**config.mk**
```make
export PLATFORM = sky130hd
export DESIGN_NAME = xsrb_pixel_lane
export DESIGN_NICKNAME = d
export VERILOG_FILES = /design/src/hw/rtl/xsrb_pkg.sv /design/src/hw/rtl/xsrb_pixel_lane.sv
export SDC_FILE = /design/constraint.sdc
export NUM_CORES = 1
export LEC_CHECK = 0
export BUFFER_PORTS_ARGS = -buffer_cell sky130_fd_sc_hd__buf_2
export CAP_MARGIN = 10
export CORE_MARGIN = 5
export CORE_UTILIZATION = 44
export DETAILED_ROUTE_END_ITERATION = 10
export PLACE_DENSITY = 0.89
export SETUP_SLACK_MARGIN = 0.05
export SLEW_MARGIN = 5
export SYNTH_ARGS = -nofsm -noshare
export SYNTH_HDL_FRONTEND = slang
export SYNTH_SLANG_ARGS = --single-unit
```
**constraint.sdc**
```tcl
create_clock -name vclk -period 2.9
set_clock_uncertainty 0.2 [all_clocks]
set_input_delay 0.145 -clock vclk [all_inputs]
set_output_delay 0.145 -clock vclk [all_outputs]
set_load 0.005 [all_outputs]
```
**src/hw/rtl/xsrb_pkg.sv**
```systemverilog
// ----------------------------------------------------------------------------
// xsrb_pkg: shared types and constants for the sprite row blitter
// Word layouts of the draw/read channel, operation and register codes.
// ----------------------------------------------------------------------------
`default_nettype none

package xsrb_pkg;

  localparam int HALF_W = 64;   // pixels in one stored half-line
  localparam int COL_W  = 7;    // column index, screen width at most 128
  localparam int LANES  = 16;   // one lane per pixel of a wide row

  localparam logic OP_DRAW = 1'b0;
  localparam logic OP_READ = 1'b1;

  localparam logic REG_HIRES = 1'b0;
  localparam logic REG_WRAP  = 1'b1;

  typedef struct packed {
    logic        operation;
    logic [7:0]  pos_x;
    logic [7:0]  pos_y;
    logic [3:0]  row_offset;
    logic        wide;
    logic [15:0] row_bits;
    logic        first_row;
    logic [5:0]  read_line;
    logic        read_half;
  } req_t;

  typedef struct packed {
    logic        collision;
    logic [63:0] line_data;
  } rsp_t;

  typedef struct packed {
    logic             hit;
    logic [COL_W-1:0] col;
  } lane_hit_t;

endpackage

`default_nettype wire

```
**src/hw/rtl/xsrb_pixel_lane.sv**
```systemverilog
// ----------------------------------------------------------------------------
// xsrb_pixel_lane: one pixel of a sprite row
// Picks the lane's pixel from the row and places it on a screen column,
// wrapping or clipping at the right edge.
// ----------------------------------------------------------------------------
`default_nettype none

module xsrb_pixel_lane
  import xsrb_pkg::*;
(
  input  wire logic [3:0]       lane,
  input  wire logic [COL_W-1:0] x0,
  input  wire logic [15:0]      row_bits,
  input  wire logic             wide,
  input  wire logic             wrap,
  input  wire logic [7:0]       width,
  output lane_hit_t             result
);

  logic       pix;
  logic [7:0] sum;
  logic [7:0] col;
  logic       keep;

  always_comb begin
    // Narrow rows sit in the low byte; lanes 8..15 carry nothing then.
    if (wide) begin
      pix = row_bits[4'd15 - lane];
    end else begin
      pix = !lane[3] && row_bits[{1'b0, 3'd7 - lane[2:0]}];
    end
    sum  = {1'b0, x0} + {4'b0000, lane};
    col  = sum;
    keep = 1'b1;
    if (sum >= width) begin
      if (wrap) begin
        col = sum - width;
      end else begin
        keep = 1'b0;
      end
    end
    result.hit = pix && keep;
    result.col = col[COL_W-1:0];
  end

endmodule

`default_nettype wire

```
==> flow_metrics.tcl <==
set metrics [dict create \
    outcome "finished with violations" \
    violations "negative setup slack" \
    start_kind "input pin" \
    stdcell_count 209 \
    worstMarginPinSlew_ns 0.408 \
    netlist_area_um2 895 \
    synth_area_leader_cell "ha_1" \
    min_period_ns 3.07 \
    cp_data_arrival_time_ns 2.72 \
    vias 1131 \
    syn_area_per_cell_um2 8.52 \
    yosys.area_share.adder 0.213 \
    muxShareOfSynthArea 0.196 \
    startpoint "lane[0]" \
    place_inst 200 \
    required_ns 2.56 \
    yosys.area_share.simple 0.192 \
    die_x_um 55.1 \
    setup_viol 7 \
    cp_max_fo 4 \
    drv_cap 0 \
    relSlewSlack 0.721 \
    hp-start "wrap" \
    worstHoldPathType "input pin to output pin" \
    wirelength_um 3380 \
    final_util 0.823 \
    p_seq_frac 0 \
    slowest_stage "fa_2" \
    dp_hpwl_um 2580 \
    synth.area.top_cells "ha_1, mux2i_1, mux2_4" \
    worst-path-stages 15 \
    area.growth.synth_to_final_pct 78.6 \
    rsz0062_at_grt "yes" \
    overflow 0 \
    critPathCapture "result[6]" \
    switchingPower_uw 214 \
    fp.coreArea_um2 1940 \
    ys_seq_area_frac 0 \
    postSynthCellCount 105 \
    vdd_drop_max_mv 0.255 \
    die_area_um2 3030 \
    first_global_vias 1124 \
    synth_xor_area_frac 0.0783 \
    via_per_inst 5.41 \
    fin_nets 234 \
    switching_share 0.434 \
    drive_gt1_frac 0.608 \
    cpLargestDelayFamily "adder cells" \
    track_usage 0.221 \
    path_buf_inv 6 \
    p_int_uw 279 \
    p_leak_nw 0.851 \
    wl_per_cell_um 16.2 \
    max_freq_ghz 0.326 \
    port_buffers 45 \
    ys.warnings.count 0 \
    synth_top_family_by_area "compound AO/OA/AOI/OAI gates" \
    drt_iter0_markers 16 \
    grt_antenna_before_repair 0 \
    crit_type "input pin to output pin" \
    final_cell_mix "buf_2, buf_4, inv_1, buf_6" \
    nClkBuffers 0 \
    synth.distinct_cells 39 \
    hold_viol 0 \
    seq_area_um2 0 \
    boundaryPins 45 \
    max_stage_delay_ns 0.34 \
    post-route-period-util 1.06 \
    gp_congestion 0.838 \
    powerDensity_nw_per_um2 308 \
    initial_core_util 0.461 \
    combPwrFrac 1.000 \
    dr.pass1.iters 4 \
    synth-compound-area-share 0.253 \
    final_common_cell "buf_2" \
    drc 0 \
    synth_top_area_share 0.168 \
    rows 16 \
    worst_slack_ns -0.167 \
    die_height_um 55.1 \
    synth_fp_nets 156 \
    ant_nets 0 \
    clkPwrFrac 0 \
    grt_max_degree 9 \
    nFlopsAndLatches 0 \
    timing.hold.ws_ns 0.480 \
    drv_slew 0 \
    setup.worst_path.end_class "output pin" \
    grt_pass1_wl_um 4930 \
    worstPathCellList "buf_8, ha_4, fa_2, a21o_1, a32o_2, xnor2_2, inv_2, ha_4, buf_4, buf_6, buf_4, nor4b_2, nor4_2, mux2i_1, buf_2" \
]
## cell type report
class | instances | area [µm²]
inverter | 12 | 45.0
antenna | 1 | 2.50
multi-input combinational | 91 | 966
fill | 116 | 344
timing repair buffer | 78 | 551
tap | 27 | 33.8
## kinds of logic after synthesis
| family | Yosys count |
|---|---|
| buffers and inverters | 14 |
| xor gates and xnor gates | 8 |
| and+or+nand+nor | 29 |
| AOI/OAI and AO/OA | 27 |
| muxes | 13 |
| adders and majority gates | 14 |
## power groups by stage
stage	Combinational [mW]	Sequential [mW]	Clock, mW
after floorplan	0.242	0	0
after global placement	0.378	0	0
after detailed placement	0.398	0	0
after CTS	0.457	0	0
after global routing	0.532	0	0
final	0.493	0	0.0000000462
## stage by stage
step	setup TNS, ns	total power, mW	cell area [µm²]	setup WS [ns]
6_report	-0.874	0.493	1600	-0.167
4_1_cts	-1.01	0.457	1540	-0.179
3_3_place_gp	-1.11	0.378	1380	-0.197
3_5_place_dp	-1.92	0.398	1380	-0.317
5_1_grt	-1.31	0.532	1600	-0.233
2_1_floorplan	0	0.242	937	0.0504
## synth_stat cells, types with 3 or more instances
| cell | n |
|---|---|
| a21o_1 | 3 |
| a21oi_1 | 5 |
| and3_1 | 3 |
| ha_1 | 12 |
| inv_1 | 12 |
| mux2_4 | 4 |
| mux2i_1 | 7 |
| nand2_1 | 3 |
| nor2_1 | 6 |
| nor2b_1 | 4 |
| o21ai_0 | 4 |
| xnor2_1 | 6 |
## layer usage
layer  vias to the layer above  share of wire  global-route usage
li1                        552              -                   -
met1                       536           0.38               0.258
met2                        33           0.55               0.411
met3                        10          0.031              0.0161
met4                         0          0.034              0.0850
met5                         -              0                   0
## what timing repair did
action | CTS | global route
endpoints found under the setup margin | 7 | 8
setup buffers | 5 | 3
gates resized for setup | 24 | 8
hold buffers | 0 | 0
pin swaps | 15 | 14
## worst min-delay path: cells and delay by family
| kind | cells | cell delay (ns) |
|---|---|---|
| AO/OA/AOI/OAI | 1 | 0.14 |
| buffers and inverters | 2 | 0.25 |
## how the worst min path moves through the flow
stage | end | slack [ns] | cells past startpoint
after global placement | result[7] | 0.48 | 3
after global routing | result[7] | 0.49 | 3
after CTS | result[7] | 0.48 | 3
after floorplan | result[7] | 0.22 | 1
after detailed placement | result[7] | 0.48 | 3
final | result[7] | 0.48 | 3
Note: power is estimated with default switching activity, not from simulation.
